**src/rtl/sldt_pkg.sv**
```systemverilog
`timescale 1ns / 1ps
// Shared types and constants of the smoothing line detector.
// No dependencies; every other file of the block refers to it by scoped names.
package sldt_pkg;

  // Configuration register indexes
  localparam logic [1:0] REG_THRESHOLD    = 2'd0;
  localparam logic [1:0] REG_IMAGE_WIDTH  = 2'd1;
  localparam logic [1:0] REG_IMAGE_HEIGHT = 2'd2;

  localparam int CFG_INDEX_W = 2;
  localparam int CFG_DATA_W  = 16;
  localparam int THRESHOLD_W = 12;
  localparam int WIDTH_REG_W = 9;
  localparam int HEIGHT_W    = 16;

  localparam logic [THRESHOLD_W-1:0] THRESHOLD_RST    = 12'd25;
  localparam logic [WIDTH_REG_W-1:0] IMAGE_WIDTH_RST  = 9'd200;
  localparam logic [HEIGHT_W-1:0]    IMAGE_HEIGHT_RST = 16'd200;

  // floor(sum / 9) == (sum * RECIP9) >> RECIP9_SHIFT for every 3x3 sum of 8-bit pixels
  localparam logic [12:0] RECIP9       = 13'd7282;
  localparam int          RECIP9_SHIFT = 16;

  localparam logic [7:0] EDGE_ON  = 8'd255;
  localparam logic [7:0] EDGE_OFF = 8'd0;

  // Decoupling queue between front and back
  localparam int Q_DEPTH = 8;
  localparam int Q_AW    = 3;
  localparam int Q_CW    = 4;

  // 3x3 window: [row][column], row 0 oldest line, column 2 newest pixel
  typedef logic [2:0][2:0][7:0] win_t;

  typedef struct packed {
    logic [7:0] pixel;
    logic       frame_start;
  } in_item_t;

  typedef struct packed {
    logic [7:0] edge_value;
    logic       row_end;
    logic       frame_end;
  } out_item_t;

  typedef struct packed {
    win_t win;
    logic row_end;
    logic frame_end;
  } win_item_t;

endpackage

```
**src/rtl/sldt_queue.sv**
```systemverilog
`timescale 1ns / 1ps
// Short queue of smoothed windows between the front and the back.
// Uses sldt_pkg; the front pushes without a ready, sized by its admission count.
module sldt_queue (
  input  logic                       clk,
  input  logic                       rst_n,
  input  logic                       push_valid,
  input  sldt_pkg::win_item_t        push_data,
  output logic                       pop_valid,
  input  logic                       pop_ready,
  output sldt_pkg::win_item_t        pop_data,
  output logic [sldt_pkg::Q_CW-1:0]  count
);

  sldt_pkg::win_item_t              mem_r [sldt_pkg::Q_DEPTH];
  logic [sldt_pkg::Q_AW-1:0]        wr_ptr_r, rd_ptr_r;
  logic [sldt_pkg::Q_CW-1:0]        count_r;
  logic                             pop;

  assign pop       = pop_valid && pop_ready;
  assign pop_valid = count_r != '0;
  assign pop_data  = mem_r[rd_ptr_r];
  assign count     = count_r;

  // advance pointers and count
  always_ff @(posedge clk) begin
    if (!rst_n) begin
      wr_ptr_r <= '0;
      rd_ptr_r <= '0;
      count_r  <= '0;
    end else begin
      if (push_valid) begin
        wr_ptr_r <= wr_ptr_r + sldt_pkg::Q_AW'(1);
      end
      if (pop) begin
        rd_ptr_r <= rd_ptr_r + sldt_pkg::Q_AW'(1);
      end
      count_r <= count_r + sldt_pkg::Q_CW'(push_valid) - sldt_pkg::Q_CW'(pop);
    end
  end

  // hold entries
  always_ff @(posedge clk) begin
    if (push_valid) begin
      mem_r[wr_ptr_r] <= push_data;
    end
  end

  a_no_overflow: assert property (@(posedge clk) disable iff (!rst_n)
    push_valid |-> (count_r != sldt_pkg::Q_CW'(sldt_pkg::Q_DEPTH)) || pop)
    else $error("queue written while full");

  a_count_bound: assert property (@(posedge clk) disable iff (!rst_n)
    count_r <= sldt_pkg::Q_CW'(sldt_pkg::Q_DEPTH))
    else $error("queue count beyond depth");

endmodule

```
**config.mk**
```make
export PLATFORM = sky130hd
export DESIGN_NAME = sldt_queue
export DESIGN_NICKNAME = d
export VERILOG_FILES = /design/src/rtl/sldt_pkg.sv /design/src/rtl/sldt_queue.sv
export SDC_FILE = /design/constraint.sdc
export NUM_CORES = 1
export LEC_CHECK = 0
export BUFFER_PORTS_ARGS = -buffer_cell sky130_fd_sc_hd__buf_4
export CORE_ASPECT_RATIO = 1.5
export CORE_MARGIN = 3
export CORE_UTILIZATION = 55
export CTS_CLUSTER_SIZE = 24
export DETAILED_ROUTE_END_ITERATION = 10
export PLACE_DENSITY = 0.74
export SKIP_LAST_GASP = 1
export SLEW_MARGIN = 20
export SYNTH_ARGS = -nofsm -noshare
export SYNTH_HDL_FRONTEND = slang
export SYNTH_SLANG_ARGS = --single-unit
```
**constraint.sdc**
```tcl
create_clock -name clk -period 13.2 [get_ports clk]
set_input_delay 1.32 -clock clk [delete_from_list [all_inputs] [get_ports clk]]
set_output_delay 1.32 -clock clk [all_outputs]
set_load 0.02 [all_outputs]
```
# After elaboration in Yosys (flattened, before gate mapping)

Memories as Yosys holds them, arrays and structs flattened. A register that Yosys moved wholly into a read port is not among the register bits.
Index checks and enable logic that the tools add are counted.

RAM bits: 592
Register bits after elaboration: 10
Output and inout bits: 79
Memories kept: 1

Memories:

| name  | depth | width | read ports | clocked after memory_dff | write ports | RTL line         | source |
|---|---|---|---|---|---|---|---|
| mem_r | 8     | 74    | 1          | 1                        | 1           | sldt_queue.sv:15 | `sldt_pkg::win_item_t mem_r [sldt_pkg::Q_DEPTH];` |

Add/sub/neg operators: 4
Multiplexer cells: 4
Reduce and logical (&&, ||, !) cells: 2

Operators by type and width:

| operator              | count |
|---|---|
| $add A3 B1 Y3 const B | 2 |
| $mux W3               | 2 |
| $add A4 B1 Y4         | 1 |
| $reduce_bool A4 Y1    | 1 |
| $sub A4 B1 Y4         | 1 |
| $mux W1               | 2 |
| $logic_and A1 B1 Y1   | 1 |

# Depth between registers and ports, before layout

Depth after elaboration: 4
Mapped depth: 10
Depth with buffers taken out: 10

# Worst setup path before layout

No wires, ideal clock.

Kind: input-to-reg
From: input push_valid
To: memory mem_r[0][0] (netlist bit), enable pin
Path slack: 6.168 ns
Stages on the path: 2
Setup time: 0.597 ns
Buffers on the path: 0
Data required time: 12.603 ns
Arrival: 6.435 ns
Cells stage by stage: nand2b_1 nor3_1

Cells in the longest elaborated chain, start to end: 2

Ends and longest elaborated chain:

| item                          | RTL line         | source |
|---|---|---|
| start: declaration            | sldt_queue.sv:7  | `input logic push_valid,` |
| $mux W1                       | sldt_queue.sv:44 | `if (push_valid) begin` |
| $mux W1 (not written as such) | sldt_queue.sv:45 | `mem_r[wr_ptr_r] <= push_data;` |
| end: declaration              | sldt_queue.sv:15 |  |

No other way between the ends.

==> impl_metrics.toml <==
[timing]
setup_viol = 0
fin_crit_sh_pct = 36.41
fin_skew_ns = 0.02023
fin_tns_setup_ns = 0
fmax_mhz = 208.1
rsz0062_at_grt = "false"
worstMarginPinSlew_ns = 1.035
period_minus_slack_ns = 4.805
slew_viol_final = 0
hold_viol_final = 0
max_slew_margin_pct = 30.84

[cells_and_area]
drive_above_1_share_pct = 41.94
nFillCells = 2638
fin_nets = 1198
syn_to_final_growth_pct = 15.76
instances_no_fill = 1711

[synthesis]
netlist_instances = 927
synth_cell_types = 25
yosysSeqAreaShare_pct = 78.85
synth_nets = 1012
ys_warn_count = 0
synth_area_um2 = 22880
syn_area_per_cell_um2 = 24.68
ys_ff_latch = 605

[grt]
grt_max_degree = 107
grt_pass1_wl_mm = 66.21
antenna_found_initial = 7
grtUsageTotal_pct = 19.87
grt_pass1_vias = 10824
grt_remaining_overflow = 0

[floorplan]
die_h_um = 255.8
io_pins = 157
die_w_um = 172.5
die_area_um2 = 44130
start_util_pct = 56.27
coreArea_um2 = 40650
row_count = 90

[worst_setup_path]
cp_cell_sequence = "buf_12, mux4_2, mux2_2, buf_4"
crit_family = "multiplexers"
start_kind = "flop"
ff2ff_path_depth = 3
reg2reg_from = "wr_ptr_r[0]"
slowest_delay_ns = 0.91
cp.arrival_ns = 3.49
path_max_fanout = 106
rrSetupSlack_ns = 10.45
end_kind = "primary output"
cp_slowest_cell = "dfxtp_4"
r2r-end = "mem_r[1][20]"
worstPathRequired_ns = 11.88
cp_num_buf_inv = 2
path_class = "reg -> out"

[clock_network]
worst_skew_pair.late_latency_ns = 0.58
cts_resized = 0
cts_root_buf = "clkbuf_16"
clkTransAtPathRegs_ns = 0.06
cts_tree = "built"
numCtsBuffers = 52
clkSinkCount = 605
postCtsSetupRepairBufs = 0
cts_buffer_depth = 3
cts_htree_levels = 2
ctsHoldBuffers = 0

[place]
routabilityCongestion = 0.7075
io_buffers = 156
dp.cells = 1610
dpl.hpwl_mm = 22.68

[worst_hold_path]
min-delay-start = "rd_ptr_r[2]"
min_path_cells = 2
hp-class = "reg -> reg"

[route]
vias_per_cell = 5.879
drt_wl_total_mm = 42.86
drtAntennaViolNets = 0
drt_iter0_markers = 880
drt-wirelength-per-cell_um = 25.05
vias = 10059
dr.pass1.iters = 5
drc = 0

[status]
status = "finished, final reports clean"

[pwr]
peakVddDrop_mv = 0.1443
finalPower_mw = 4.491
power.density_nw_per_um2 = 169.6
p_leak_nw = 8.435

[job]
drv_cap = 0
[worst reg2reg max path, stage by stage, from the launching register on]
cell and delay (ns):
dfxtp_1 0.49, nand2b_1 0.19, nor2_4 0.78, buf_4 0.82
[metrics by stage]
stage	hold slack, ns	setup slack (ns)	utilization [%]	area (µm²)
final	0.4840	8.395	65.14	26480
after floorplan	0.4555	6.168	-	22880
after detailed placement	0.4728	8.921	60.70	24680
after global routing	0.5235	8.055	65.14	26480
after global placement	0.4524	8.908	60.70	24680
after CTS	0.4851	8.304	65.04	26440
[layout make-up]
type                    count  area (µm²)  share of cell area [%]
flip-flops and latches    605       18050                   68.16
multi-input cells         276        4611                   17.41
clock buffers              61        1378                   5.202
repair buffers            174        1339                   5.056
well taps                 552       690.7                   2.608
clock inverters            34       387.9                   1.465
inverters                   4       15.01                 0.05670
diodes                      5       12.51                 0.04725
[cell usage after synthesis, drive strengths merged]
library cell | number | area (µm²)
mux2i | 9 | 90.09
mux4 | 148 | 3333
clkbuf | 15 | 56.30
mux2 | 74 | 833.3
xnor2 | 2 | 17.52
a21o | 1 | 7.510
dfxtp | 13 | 260.3
nor2b | 2 | 12.51
nand2b | 6 | 37.54
a21oi | 1 | 5.000
xor2 | 1 | 8.760
nor2 | 7 | 26.28
buf | 27 | 211.5
nor3 | 2 | 10.01
or3b | 1 | 8.760
inv | 4 | 15.01
and2 | 4 | 25.02
nand3 | 1 | 5.000
or2 | 1 | 6.260
nand2 | 9 | 33.78
edfxtp | 592 | 17780
ha | 6 | 75.07
fa | 1 | 20.02
[cells by family (layout without fill, tap and decap cells)]
| family | Yosys count | count (layout) | synth area share, % |
|---|---|---|---|
| AOI/OAI and AO/OA | 2 | 2 | 0.05469 |
| xor gates and xnor gates | 3 | 3 | 0.1149 |
| adders and majority gates | 7 | 7 | 0.4157 |
| buffers and inverters | 46 | 273 | 1.236 |
| DFF | 605 | 605 | 78.85 |
| muxes | 231 | 231 | 18.61 |
| other | 0 | 5 | 0 |
| and+or+nand+nor | 33 | 33 | 0.7220 |
[routing by layer]
layer | track usage [%] | share of wire, %
met1 | 25.75 | 39
met2 | 34.29 | 53
met3 | 3.740 | 6.0
met4 | 6.742 | 2.8
met5 | 0 | 0.056
[placed cells by master (no fill, tap or decap), drive strengths merged, types with 4 or more instances in the layout]
| cell | synthesis | layout |
|---|---|---|
| clkinv | 0 | 22 |
| mux2 | 74 | 74 |
| clkbuf | 15 | 61 |
| ha | 6 | 6 |
| mux2i | 9 | 9 |
| inv | 4 | 6 |
| nor2 | 7 | 7 |
| bufinv | 0 | 8 |
| edfxtp | 592 | 592 |
| and2 | 4 | 4 |
| dfxtp | 13 | 13 |
| nand2 | 9 | 9 |
| mux4 | 148 | 148 |
| diode | 0 | 5 |
| buf | 27 | 174 |
| nand2b | 6 | 6 |
[sequential cells by signal, indices dropped and copies added, names as in the netlist, named ones only]
| signal | count |
|---|---|
| mem_r | 592 |
| rd_ptr_r | 3 |
| wr_ptr_r | 3 |
| count | 4 |
[power breakdown]
group | switching, mW | internal (mW) | total [mW] | leakage [nW]
registers | 0.0481 | 2.17 | 2.21 | 5.49
clock network | 0.651 | 0.905 | 1.56 | 0.857
logic | 0.358 | 0.363 | 0.721 | 2.09
[how the worst max path moves through the flow]
stage	startpoint	to	cells after the start
after floorplan	push_valid	mem_r[0][0]	2
after detailed placement	flop	pop_data[73]	4
after global routing	flop	pop_data[21]	4
final	flop	pop_data[21]	4
after global placement	flop	pop_data[69]	4
after CTS	flop	pop_data[68]	4
Power figures use the tool's default switching activity.
