$ cat config.mk
export PLATFORM = sky130hd
export DESIGN_NAME = sldt_back
export DESIGN_NICKNAME = d
export VERILOG_FILES = /design/src/rtl/sldt_pkg.sv /design/src/rtl/sldt_back.sv
export SDC_FILE = /design/constraint.sdc
export NUM_CORES = 1
export LEC_CHECK = 0
export ABC_AREA = 1
export BUFFER_PORTS_ARGS = -buffer_cell sky130_fd_sc_hd__buf_2
export CORE_UTILIZATION = 30
export CTS_BUF_LIST = sky130_fd_sc_hd__clkbuf_16
export CTS_CLUSTER_SIZE = 8
export DETAILED_ROUTE_END_ITERATION = 10
export MAX_ROUTING_LAYER = met4
export SLEW_MARGIN = 40
export SYNTH_ARGS = -nofsm -noshare
export SYNTH_HDL_FRONTEND = slang
export SYNTH_SLANG_ARGS = --single-unit
$ cat constraint.sdc
create_clock -name clk -period 9.7 [get_ports clk]
set_clock_uncertainty 0.15 [all_clocks]
set_input_delay 0.97 -clock clk [delete_from_list [all_inputs] [get_ports clk]]
set_output_delay 0.97 -clock clk [all_outputs]
set_load 0.1 [all_outputs]
$ cat src/rtl/sldt_pkg.sv
`timescale 1ns / 1ps
// Shared types and constants of the smoothing line detector.
// No dependencies; every other file of the block refers to it by scoped names.
package sldt_pkg;

  // Configuration register indexes
  localparam logic [1:0] REG_THRESHOLD    = 2'd0;
  localparam logic [1:0] REG_IMAGE_WIDTH  = 2'd1;
  localparam logic [1:0] REG_IMAGE_HEIGHT = 2'd2;

  localparam int CFG_INDEX_W = 2;
  localparam int CFG_DATA_W  = 16;
  localparam int THRESHOLD_W = 12;
  localparam int WIDTH_REG_W = 9;
  localparam int HEIGHT_W    = 16;

  localparam logic [THRESHOLD_W-1:0] THRESHOLD_RST    = 12'd25;
  localparam logic [WIDTH_REG_W-1:0] IMAGE_WIDTH_RST  = 9'd200;
  localparam logic [HEIGHT_W-1:0]    IMAGE_HEIGHT_RST = 16'd200;

  // floor(sum / 9) == (sum * RECIP9) >> RECIP9_SHIFT for every 3x3 sum of 8-bit pixels
  localparam logic [12:0] RECIP9       = 13'd7282;
  localparam int          RECIP9_SHIFT = 16;

  localparam logic [7:0] EDGE_ON  = 8'd255;
  localparam logic [7:0] EDGE_OFF = 8'd0;

  // Decoupling queue between front and back
  localparam int Q_DEPTH = 8;
  localparam int Q_AW    = 3;
  localparam int Q_CW    = 4;

  // 3x3 window: [row][column], row 0 oldest line, column 2 newest pixel
  typedef logic [2:0][2:0][7:0] win_t;

  typedef struct packed {
    logic [7:0] pixel;
    logic       frame_start;
  } in_item_t;

  typedef struct packed {
    logic [7:0] edge_value;
    logic       row_end;
    logic       frame_end;
  } out_item_t;

  typedef struct packed {
    win_t win;
    logic row_end;
    logic frame_end;
  } win_item_t;

endpackage

$ cat src/rtl/sldt_back.sv
`timescale 1ns / 1ps
// Back end: four line masks over the smoothed window, threshold test, output register.
// Uses sldt_pkg; takes windows from sldt_queue.
module sldt_back (
  input  logic                               clk,
  input  logic                               rst_n,
  input  logic                               q_valid,
  output logic                               q_ready,
  input  sldt_pkg::win_item_t                q_data,
  input  logic [sldt_pkg::THRESHOLD_W-1:0]   threshold,
  output logic                               out_valid,
  input  logic                               out_ready,
  output sldt_pkg::out_item_t                out_data
);

  // mask response: 2 * line - rest = 3 * line - total
  function automatic logic signed [13:0] resp(input logic [9:0] line, input logic [11:0] total);
    logic [11:0] tri_line;
    tri_line = {1'b0, line, 1'b0} + 12'(line);
    return $signed({2'b00, tri_line}) - $signed({2'b00, total});
  endfunction

  logic        b1_valid_r;
  logic [11:0] total_r;
  logic [9:0]  lh_r, lv_r, lp_r, lm_r;
  logic        b1_row_end_r, b1_frame_end_r;
  logic        out_valid_r;
  sldt_pkg::out_item_t out_data_r;

  logic        out_take, b1_ready, b1_move;
  logic [9:0]  rs0, rs1, rs2;
  logic signed [13:0] thr;
  logic        hit;
  sldt_pkg::win_t w;

  assign out_take = !out_valid_r || out_ready;
  assign b1_ready = !b1_valid_r || out_take;
  assign q_ready  = b1_ready;
  assign b1_move  = b1_valid_r && out_take;
  assign w        = q_data.win;

  // row sums of the incoming window
  assign rs0 = 10'(w[0][0]) + 10'(w[0][1]) + 10'(w[0][2]);
  assign rs1 = 10'(w[1][0]) + 10'(w[1][1]) + 10'(w[1][2]);
  assign rs2 = 10'(w[2][0]) + 10'(w[2][1]) + 10'(w[2][2]);

  // threshold test on all four responses
  assign thr = $signed({{2{threshold[sldt_pkg::THRESHOLD_W-1]}}, threshold});
  assign hit = (resp(lh_r, total_r) >= thr) || (resp(lv_r, total_r) >= thr)
            || (resp(lp_r, total_r) >= thr) || (resp(lm_r, total_r) >= thr);

  always_ff @(posedge clk) begin
    if (!rst_n) begin
      b1_valid_r  <= 1'b0;
      out_valid_r <= 1'b0;
    end else begin
      if (b1_ready) begin
        b1_valid_r <= q_valid;
      end
      if (out_take) begin
        out_valid_r <= b1_valid_r;
      end
    end
  end

  // stage line sums, then the result
  always_ff @(posedge clk) begin
    if (q_valid && b1_ready) begin
      total_r        <= 12'(rs0) + 12'(rs1) + 12'(rs2);
      lh_r           <= rs1;
      lv_r           <= 10'(w[0][1]) + 10'(w[1][1]) + 10'(w[2][1]);
      lp_r           <= 10'(w[0][2]) + 10'(w[1][1]) + 10'(w[2][0]);
      lm_r           <= 10'(w[0][0]) + 10'(w[1][1]) + 10'(w[2][2]);
      b1_row_end_r   <= q_data.row_end;
      b1_frame_end_r <= q_data.frame_end;
    end
    if (b1_move) begin
      out_data_r.edge_value <= hit ? sldt_pkg::EDGE_ON : sldt_pkg::EDGE_OFF;
      out_data_r.row_end    <= b1_row_end_r;
      out_data_r.frame_end  <= b1_frame_end_r;
    end
  end

  assign out_valid = out_valid_r;
  assign out_data  = out_data_r;

  a_frame_end_on_row_end: assert property (@(posedge clk) disable iff (!rst_n)
    out_valid_r && out_data_r.frame_end |-> out_data_r.row_end)
    else $error("frame end without row end");

endmodule

# After elaboration in Yosys (flattened, before gate mapping)
# Cells that the tools add are included.
[totals]
ff_bits = 66
inputBits = 90
output_inout_bits = 12
wordCells = 48
[classes]
add_sub_neg = 22
n_lt_le_gt_ge = 4
mux = 1
n_reduce_logical = 9
[op_table]
columns = ["cell", "n"]
rows = [
  ["$add A11 B10 Y12", 5],
  ["$add A9 B8 Y10", 6],
  ["$add A8 B8 Y9", 6],
  ["$ge A13 B12 Y1", 4],
  ["$sub A12 B12 Y13", 4],
  ["$add A10 B10 Y11", 1],
  ["$mux W8", 1],
  ["$logic_or A1 B1 Y1", 5],
  ["$logic_and A1 B1 Y1", 2],
  ["$logic_not A1 Y1", 2],
]

# Longest topological paths before layout
# Gate-level depths: netlist (run 1).
[depth]
ltp_word = 7
ltp_mapped = 22

# Worst setup path after synthesis (run 1)
# No wires, ideal clock.
[synth_timing]
path_kind = "input-to-reg"
startpoint = "input port q_data[33] (netlist bit)"
endpoint = "register total_r[10], data pin"
setup_time_ps = 259
arrival_ps = 4267
t_required_ps = 9291
slack_ps = 5024
path_stages = 18
cell_sequence = "inv_1 fa_1 inv_1 ha_1 a21oi_1 nand3_1 xnor2_1 ha_1 inv_1 fa_1 inv_1 fa_1 ha_1 nand2_1 nor2_1 a211oi_1 nand2_1 xor2_1"
[synth_via]
elab_chain_cells = 4
[synth_rtl]
columns = ["element", "line_no", "text"]
rows = [
  ["from (decl)", "sldt_back.sv:9", "input sldt_pkg::win_item_t q_data,"],
  ["$add A8 B8 Y9", "sldt_back.sv:44", "assign rs1 = 10'(w[1][0]) + 10'(w[1][1]) + 10'(w[1][2]);"],
  ["$add A9 B8 Y10", "sldt_back.sv:44", ""],
  ["named net rs1[8]", "sldt_back.sv:31", "logic [9:0] rs0, rs1, rs2;"],
  ["$add A10 B10 Y11", "sldt_back.sv:69", "total_r <= 12'(rs0) + 12'(rs1) + 12'(rs2);"],
  ["$add A11 B10 Y12", "sldt_back.sv:69", ""],
  ["to (signal assigned)", "sldt_back.sv:69", ""],
  ["to (decl)", "sldt_back.sv:24", "logic [11:0] total_r;"],
]
# The timed path passes the listed nets, and every way through them passes these cells.
# A chain may end at the register's enable or synchronous reset.

# Worst setup path in the final report (run 1)
[layout_timing]
startpoint = "input port q_data[35] (netlist bit)"
endpoint = "register total_r[10], data pin"
[layout_via]
elab_chain_cells = 4
[layout_rtl]
columns = ["element", "line_no"]
rows = [
  ["$add A8 B8 Y9", "sldt_back.sv:44"],
  ["$add A9 B8 Y10", "sldt_back.sv:44"],
  ["$add A10 B10 Y11", "sldt_back.sv:69"],
  ["$add A11 B10 Y12", "sldt_back.sv:69"],
]
# No other way between the ends.

==> impl_metrics.yaml, run 1 <==
outcome:
  status: "completed"
die:
  dieArea_um2: 33360
  die_y_um: 182.6
  die_w_um: 182.6
  initial_core_util_pct: 30.78
  core_um2: 31800
  core.rowCount: 65
  boundaryPins: 102
min_path:
  min_path_cells: 0
  worstHoldStart: "b1_frame_end_r$_DFFE_PP_"
  min_to: "out_data[0]$_DFFE_PP_"
  hold_path.class: "reg -> reg"
critical_path:
  r2r-end: "out_data[8]$_DFFE_PP_"
  required_ns: 9.64
  r2r.worst_path.cells: 18
  setup.worst_path.start_class: "input port"
  crit_fanout: 5
  crit_path_top_delay_cell: "fa_1"
  cp-end-kind: "register"
  r2r-start: "total_r[1]$_DFFE_PP_"
  cp_cell_sequence: "buf_2, inv_1, fa_1, inv_1, ha_1, fa_1, nand3_1, nand3_2, nand2_1, nand2_1, a21oi_2, xor2_2, fa_1, inv_1, ha_1, a21oi_1, nor2_1, a211oi_1, nand2_1, xor2_1"
  regToRegSetupSlack_ns: 5.41
  cp_slowest_stage_delay_ns: 0.54
  critPathKind: "in -> reg"
  crit_arrival_ns: 4.67
route:
  viasPerCell: 4.351
  post-route-drc-count: 0
  vias: 7258
  ant_nets: 0
  drt_wl_total_mm: 23.13
  drt_iter0_drc: 336
  dr.pass1.iters: 4
  avgRoutedWirePerCell_um: 13.87
timing:
  final_hold_viol_count: 0
  finalMaxSlewViolations: 0
  layout_setup_ws_ns: 4.963
  worst_slew_pin_slew_ns: 0.6671
  finalSetupViolCount: 0
  rsz0062_at_grt: "false"
  fmaxAchievable_mhz: 211.1
  final.setup.tns_ns: 0
  timing.slew.headroom_pct: 55.53
  period_minus_slack_ns: 4.737
  fin_crit_sh_pct: 48.83
global_routing:
  antenna_found_initial: 0
  grt_pass1_wl_mm: 37.20
  gr-usage-all-layers_pct: 14.93
  grt_pass1_vias: 7384
  grt_max_degree: 53
  grt_overflow: 0
cts:
  htreeDepth: 3
  tritoncts: "built"
  cts_inserted_buffers: 9
  clkLatencyLatePin_ns: 0.34
  clkTransAtPathRegs_ns: 0.06
  cts_resized: 0
  post_cts_buffers: 0
  cts.sinks: 59
  cts_buffer_depth: 2
  root_buffer: "clkbuf_16"
  hold_buffers: 0
placed_design:
  placed_cells: 1652
  port_buffers: 101
  post-place-ws_ns: 4.628
  post-dp-hpwl_mm: 20.64
  finalWeightedCongestion: 0.9023
job:
  maxCapViolCount: 0
layout:
  layout_commonest_cell: "inv_1"
  antennaDiodeCount: 0
  nets: 1582
  layout_common_cells: "inv_1, nand2_1, ha_1, fa_1, buf_2"
  stdcell_count: 1668
  layout-drive-gt1-share_pct: 12.90
  syn_to_final_growth_pct: 13.33
  fill_cells: 3290
yosys:
  synthDistinctLibCells: 39
  synth_area_um2: 9789
  ys_ff_latch: 59
  synth_top_family_by_area: "adder cells"
  muxShareOfSynthArea_pct: 0
  synthSimpleGateAreaFrac_pct: 13.28
  avgSynthCellArea_um2: 8.725
  synth-xor-area-share_pct: 5.982
  synth_fa_ha_area_share_pct: 42.56
  syn_nets: 1476
  ys_seq_area_share_pct: 17.89
  synth-compound-area-share_pct: 8.627
  yosys_warnings: 0
  netlist_instances: 1122
-- metrics by stage --
| stage | area, um^2 | hold slack (ns) | utilization [%] |
|---|---|---|---|
| after CTS | 11090 | 0.2694 | 34.89 |
| final | 11090 | 0.2680 | 34.89 |
| after global routing | 11090 | 0.2700 | 34.89 |
| after detailed placement | 10790 | 0.2565 | 33.94 |
| after global placement | 10790 | 0.2503 | 33.94 |
| after floorplan | 9789 | 0.2503 | - |
-- synthesized netlist by cell type, drive strengths merged --
| master | number | area share (%) |
|---|---|---|
| a21o | 5 | 0.38 |
| nand3b | 2 | 0.15 |
| o21ai | 32 | 1.9 |
| dfxtp | 2 | 0.41 |
| a21boi | 1 | 0.077 |
| a31oi | 6 | 0.38 |
| a21oi | 75 | 3.9 |
| a211oi | 1 | 0.077 |
| o31a | 2 | 0.18 |
| ha | 149 | 19 |
| nand3 | 46 | 2.5 |
| xnor2 | 23 | 2.1 |
| nor2 | 48 | 2.0 |
| buf | 7 | 0.54 |
| xor2 | 43 | 3.9 |
| nand2 | 168 | 6.5 |
| o21bai | 6 | 0.50 |
| inv | 290 | 11 |
| edfxtp | 57 | 17 |
| and2 | 2 | 0.13 |
| o21a | 1 | 0.077 |
| o2111ai | 2 | 0.18 |
| fa | 115 | 24 |
| o211ai | 7 | 0.64 |
| nand4 | 15 | 0.96 |
| o31ai | 3 | 0.28 |
| nor3 | 14 | 1.1 |
-- sequential cells by signal, summed over array words and instances, names as in the netlist --
signal,flops
out_data,3
total_r,12
b1_row_end_r,1
out_valid,1
lm_r,10
lh_r,10
lp_r,10
b1_valid_r,1
b1_frame_end_r,1
lv_r,10
-- worst max path at each step --
stage / from / end / slack [ns]
floorplan: q_data[33] / total_r[10]$_DFFE_PP_ / 5.02
global placement: q_data[41] / total_r[10]$_DFFE_PP_ / 4.69
detailed placement: q_data[35] / total_r[10]$_DFFE_PP_ / 4.63
CTS: q_data[35] / total_r[10]$_DFFE_PP_ / 4.98
global route: q_data[35] / total_r[10]$_DFFE_PP_ / 4.67
finish: q_data[35] / total_r[10]$_DFFE_PP_ / 4.96
-- area by class of cell --
| type | instances | area (um^2) | share of cell area, % |
|---|---|---|---|
| Multi-Input combinational cell | 766 | 6897 | 62.16 |
| Sequential cell | 59 | 1752 | 15.79 |
| Inverter | 290 | 1089 | 9.812 |
| Tap cell | 435 | 544.3 | 4.906 |
| Timing Repair Buffer | 102 | 513.0 | 4.624 |
| Clock buffer | 9 | 225.2 | 2.030 |
| Clock inverter | 7 | 75.07 | 0.6767 |
-- logic make-up (layout without fill, tap and decap cells) --
kind of cell | Yosys count | in the layout
xor+xnor | 66 | 66
buf+inv | 297 | 408
simple gates | 295 | 295
fa+ha+maj | 264 | 264
flops | 59 | 59
compound gates | 141 | 141
-- worst max-delay path: cells and delay by family --
family,cells,cell delay (ns)
compound gates,3,0.58
xor+xnor,2,0.26
fa+ha+maj,5,2.10
buf+inv,4,0.30
simple gates,6,0.45
-- metal layers --
layer  routed length, um  track usage, %  vias up
li1                    -               -     3771
met1               11380           19.59     3316
met2               10450           24.05      144
met3                 743           1.317       27
met4                 559           5.345        0
met5                   0               -        -
Power of run 1 is not shown: default switching activity piles up to over one toggle a cycle in this logic, so the estimate is an artifact.
==> inputs of run 2 (changes only) <==
- clock period: 9.7 -> 4 ns (I/O delays scaled with it)
==> run 2 against run 1 <==
Net effect: via count rose by 5.6%; wire length rose by 3.6%; register-to-register slack got worse by 5.3 ns; worst setup slack got worse by 4.9 ns.
==> impl_metrics.yaml, run 2 (synthesis gave the netlist of run 1 again) <==
timing:
  finalMaxSlewViolations: 0
  layout_setup_ws_ns: 0.09323
  worst_slew_pin_slew_ns: 0.6770
  period_minus_slack_ns: 3.907
  rsz0062_at_grt: "true"
  final_hold_viol_count: 0
  fin_crit_sh_pct: 97.67
  fmaxAchievable_mhz: 256.0
  timing.slew.headroom_pct: 54.87
  finalSetupViolCount: 0
global_routing:
  grt_max_degree: 55
  grt_overflow: 0
  met1_usage_pct: 20.96
  grt_pass1_wl_mm: 38.90
  grt_pass1_vias: 7580
  antenna_found_initial: 0
  gr-usage-all-layers_pct: 15.49
  met3_usage_pct: 0.9579
  use_met2_pct: 25.21
  top_usage_layer: "met2"
die:
  die_w_um: 182.6
  dieArea_um2: 33360
  initial_core_util_pct: 30.78
  die_y_um: 182.6
  core.rowCount: 65
  core_um2: 31800
  boundaryPins: 102
min_path:
  worstHoldStart: "q_data[0]"
  min_to: "b1_frame_end_r$_DFFE_PP_"
  hold_path.class: "in -> reg"
  min_path_cells: 1
placed_design:
  post-place-ws_ns: -0.2827
  port_buffers: 101
  post-dp-hpwl_mm: 21.40
  finalWeightedCongestion: 0.8805
  placed_cells: 1750
route:
  vias: 7661
  viasPerCell: 4.311
  drt_wl_total_mm: 23.98
  post-route-drc-count: 0
  dr.pass1.iters: 5
  avgRoutedWirePerCell_um: 13.49
  ant_nets: 0
  drt_iter0_drc: 328
layout:
  multi_input_comb_area_um2: 7169
  syn_to_final_growth_pct: 24.55
  layout_common_cells: "inv_1, nand2_1, ha_1, fa_1, buf_4"
  layout-drive-gt1-share_pct: 23.92
  stdcell_count: 1777
  nets: 1691
  largest_reg_flops: 12
  regArea_um2: 1752
  layout_commonest_cell: "inv_1"
  fill_cells: 3237
  antennaDiodeCount: 0
  top_register: "total_r"
critical_path:
  crit_fanout: 4
  r2r.worst_path.cells: 17
  r2r-end: "out_data[8]$_DFFE_PP_"
  critPathKind: "in -> reg"
  cp-end-kind: "register"
  required_ns: 3.93
  setup.worst_path.start_class: "input port"
  crit_arrival_ns: 3.84
  regToRegSetupSlack_ns: 0.13
  r2r-start: "lv_r[0]$_DFFE_PP_"
cts:
  cts.sinks: 59
  hold_buffers: 0
  clkLatencyLatePin_ns: 0.33
  cts_buffer_depth: 2
  clkTransAtPathRegs_ns: 0.06
  root_buffer: "clkbuf_16"
  htreeDepth: 3
  cts_inserted_buffers: 9
  tritoncts: "built"
job:
  maxCapViolCount: 0
outcome:
  status: "completed"
==> run 2: cell count changes in the layout (fill, tap and decap cells not counted), sizes merged <==
cell / delta
inv: -1
buf: +109
clkinv: -1
clkinvlp: +2
==> run 2: worst max-delay path by stage <==
stage | cells after the start | slack (ns) | endpoint | start
floorplan | 18 | -0.004 | total_r[10]$_DFFE_PP_ | q_data[29]
global placement | 19 | -0.27 | total_r[10]$_DFFE_PP_ | q_data[29]
detailed placement | 20 | -0.28 | total_r[10]$_DFFE_PP_ | q_data[27]
CTS | 20 | 0.01 | out_data[8]$_DFFE_PP_ | total_r[1]$_DFFE_PP_
global route | 19 | -0.08 | total_r[10]$_DFFE_PP_ | q_data[45]
finish | 19 | 0.09 | total_r[10]$_DFFE_PP_ | q_data[45]
==> run 2: routing by layer <==
layer / wire length (um) / vias up
li1: - / 3990
met1: 11850 / 3510
met2: 11140 / 142
met3: 563 / 19
met4: 424 / 0
met5: 0 / -
==> run 2: area by class of cell <==
type / count / share of cell area (%)
multi-input cells: 766 / 58.80
flip-flops and latches: 59 / 14.37
repair buffers: 211 / 11.02
inverters: 290 / 8.948
well taps: 435 / 4.464
clock buffers: 9 / 1.847
clock inverters: 7 / 0.5541
==> run 2: worst max-delay path: stages <==
cell	delay, ns
buf_6	0.09
fa_1	0.58
ha_4	0.23
a21oi_2	0.15
nand2_2	0.08
nand4_1	0.10
nand3_2	0.09
xnor2_2	0.16
ha_1	0.29
inv_2	0.04
fa_2	0.51
inv_1	0.04
ha_1	0.31
ha_4	0.25
nand2_2	0.08
nor2_2	0.04
a211oi_2	0.18
nand2_1	0.08
xor2_1	0.14
==> run 2: what timing repair did <==
| item | 4_1_cts | 5_1_grt |
|---|---|---|
| endpoints found under the setup margin | 1 | 4 |
| hold endpoints to repair | 0 | 0 |
| resized for setup | 3 | 49 |
| setup buffers | 3 | 8 |
| pin swaps | 1 | 22 |
| gates cloned | 0 | 0 |
==> run 2: through the flow <==
step / instance area, um^2 / util, % / hold WS [ns] / TNS, ns
after floorplan: 9847 / - / 0.2503 / -0.004008
after CTS: 11910 / 37.45 / 0.07966 / 0
final: 12190 / 38.34 / 0.09682 / 0
after global routing: 12190 / 38.34 / 0.08098 / -0.1937
after detailed placement: 11590 / 36.45 / 0.2561 / -1.109
after global placement: 11590 / 36.44 / 0.2510 / -0.9577
Power of run 2 is left out for the same reason.
==> inputs of run 3 (changes only) <==
- CTS_BUF_LIST: sky130_fd_sc_hd__clkbuf_16 -> sky130_fd_sc_hd__clkbuf_4 sky130_fd_sc_hd__clkbuf_8
==> run 3 against run 2 <==
Net effect: first-iteration DRC count is 4.3% lower; register-to-register slack barely moved; worst hold slack worse by 0.020 ns; sequential share of layout area hardly changed; die area unchanged; critical path depth is the same; final cell count rose by 0.28%; maximum frequency increased by 0.47%; wire length rose by 0.40%; global-route usage is essentially flat.
==> impl_metrics.yaml, run 3 (synthesis gave the netlist of run 1 again) <==
layout:
  fin_util_pct: 38.37
  largest_reg_flops: 12
  antennaDiodeCount: 0
  syn_to_final_growth_pct: 24.64
  layout-drive-gt1-share_pct: 24.94
  top_register: "total_r"
  layout_common_cells: "inv_1, nand2_1, ha_1, buf_4, fa_1"
  fill_cells: 3244
  nets: 1696
  layout_commonest_cell: "inv_1"
global_routing:
  grt_pass1_wl_mm: 38.81
  gr-usage-all-layers_pct: 15.45
  grt_pass1_vias: 7577
  grt_max_degree: 55
  antenna_found_initial: 0
  grt_overflow: 0
timing:
  worst_slew_pin_slew_ns: 0.6835
  timing.slew.headroom_pct: 54.43
  rsz0062_at_grt: "true"
  finalMaxSlewViolations: 0
  whs_ns: 0.07655
  fmaxAchievable_mhz: 257.2
  layout_setup_ws_ns: 0.1116
  fin_crit_sh_pct: 97.21
  finalSetupViolCount: 0
  final_hold_viol_count: 0
  period_minus_slack_ns: 3.888
route:
  ant_nets: 0
  drt_wl_total_mm: 24.07
  drt_iter0_drc: 314
  avgRoutedWirePerCell_um: 13.51
  dr.pass1.iters: 5
  viasPerCell: 4.310
  post-route-drc-count: 0
  vias: 7681
cts:
  clkLatencyLatePin_ns: 0.34
  cts.sinks: 59
  tritoncts: "built"
  cts_inserted_buffers: 9
  clkTransAtPathRegs_ns: 0.07
  root_buffer: "clkbuf_8"
  htreeDepth: 3
  cts_buffer_depth: 2
job:
  maxCapViolCount: 0
die:
  die_w_um: 182.6
  core.rowCount: 65
  initial_core_util_pct: 30.78
  core_um2: 31800
  boundaryPins: 102
  die_y_um: 182.6
  dieArea_um2: 33360
critical_path:
  endpoint: "total_r[10]$_DFFE_PP_"
  critPathKind: "in -> reg"
  regToRegSetupSlack_ns: 0.13
  crit_arrival_ns: 3.84
  setup.worst_path.start_class: "input port"
  required_ns: 3.95
  critPathLaunch: "q_data[45]"
  crit_fanout: 4
  r2r-start: "total_r[5]$_DFFE_PP_"
  r2r.worst_path.cells: 20
  cp-end-kind: "register"
  r2r-end: "out_data[8]$_DFFE_PP_"
placed_design:
  post-dp-hpwl_mm: 21.40
  finalWeightedCongestion: 0.8805
  port_buffers: 101
  post-place-ws_ns: -0.2827
min_path:
  hold_path.class: "in -> reg"
outcome:
  status: "completed"
run 3: through the flow:
| step | std cells | area (um^2) | TNS [ns] |
|---|---|---|---|
| floorplan | 1122 | 9847 | -0.004008 |
| finish | 1782 | 12200 | 0 |
| global route | 1782 | 12200 | -0.1312 |
| CTS | 1769 | 11810 | 0 |
| global placement | 1750 | 11590 | -0.9577 |
| detailed placement | 1750 | 11590 | -1.109 |
run 3: what timing repair did:
| item | 4_1_cts | 5_1_grt |
|---|---|---|
| pin swaps | 1 | 37 |
| gates resized for setup | 3 | 61 |
| hold buffers | 0 | 0 |
| endpoints found under the setup margin | 1 | 3 |
| setup buffers | 3 | 13 |
run 3: routing by layer:
metal | track usage (%) | part of all wire (%) | vias to the layer above
li1 | - | - | 3996
met4 | 3.899 | 1.9 | 0
met5 | - | 0 | -
met3 | 0.9579 | 2.2 | 22
met2 | 25.16 | 47 | 134
met1 | 20.92 | 49 | 3529
run 3: worst min-delay path by stage:
stage / from / cells past startpoint / endpoint / slack, ns
5_1_grt: q_data[1] / 1 / b1_row_end_r$_DFFE_PP_ / 0.05
3_5_place_dp: b1_frame_end_r$_DFFE_PP_ / 0 / out_data[0]$_DFFE_PP_ / 0.26
3_3_place_gp: b1_frame_end_r$_DFFE_PP_ / 0 / out_data[0]$_DFFE_PP_ / 0.25
6_report: q_data[0] / 1 / b1_frame_end_r$_DFFE_PP_ / 0.08
2_1_floorplan: b1_frame_end_r$_DFFE_PP_ / 0 / out_data[0]$_DFFE_PP_ / 0.25
4_1_cts: q_data[1] / 1 / b1_row_end_r$_DFFE_PP_ / 0.05
run 3: final cells by class:
class / count / area [um^2] / area share, %
multi-input cells: 766 / 7242 / 59.35
flip-flops and latches: 59 / 1752 / 14.36
repair buffers: 216 / 1381 / 11.32
inverters: 290 / 1091 / 8.942
well taps: 435 / 544.3 / 4.461
clock buffers: 9 / 123.9 / 1.015
clock inverters: 7 / 67.56 / 0.5537
run 3: worst max-delay path, stage by stage:
cell and delay, ns:
buf_6 0.09, fa_1 0.58, ha_4 0.23, a21oi_2 0.15, nand2_2 0.08, nand4_1 0.10, nand3_2 0.09, xnor2_2 0.16
ha_1 0.29, inv_2 0.04, fa_2 0.51, inv_1 0.04, ha_1 0.31, ha_4 0.25, nand2_2 0.08, nor2_2 0.04
a211oi_2 0.18, nand2_1 0.08, xor2_1 0.14
Power of run 3 is left out for the same reason.
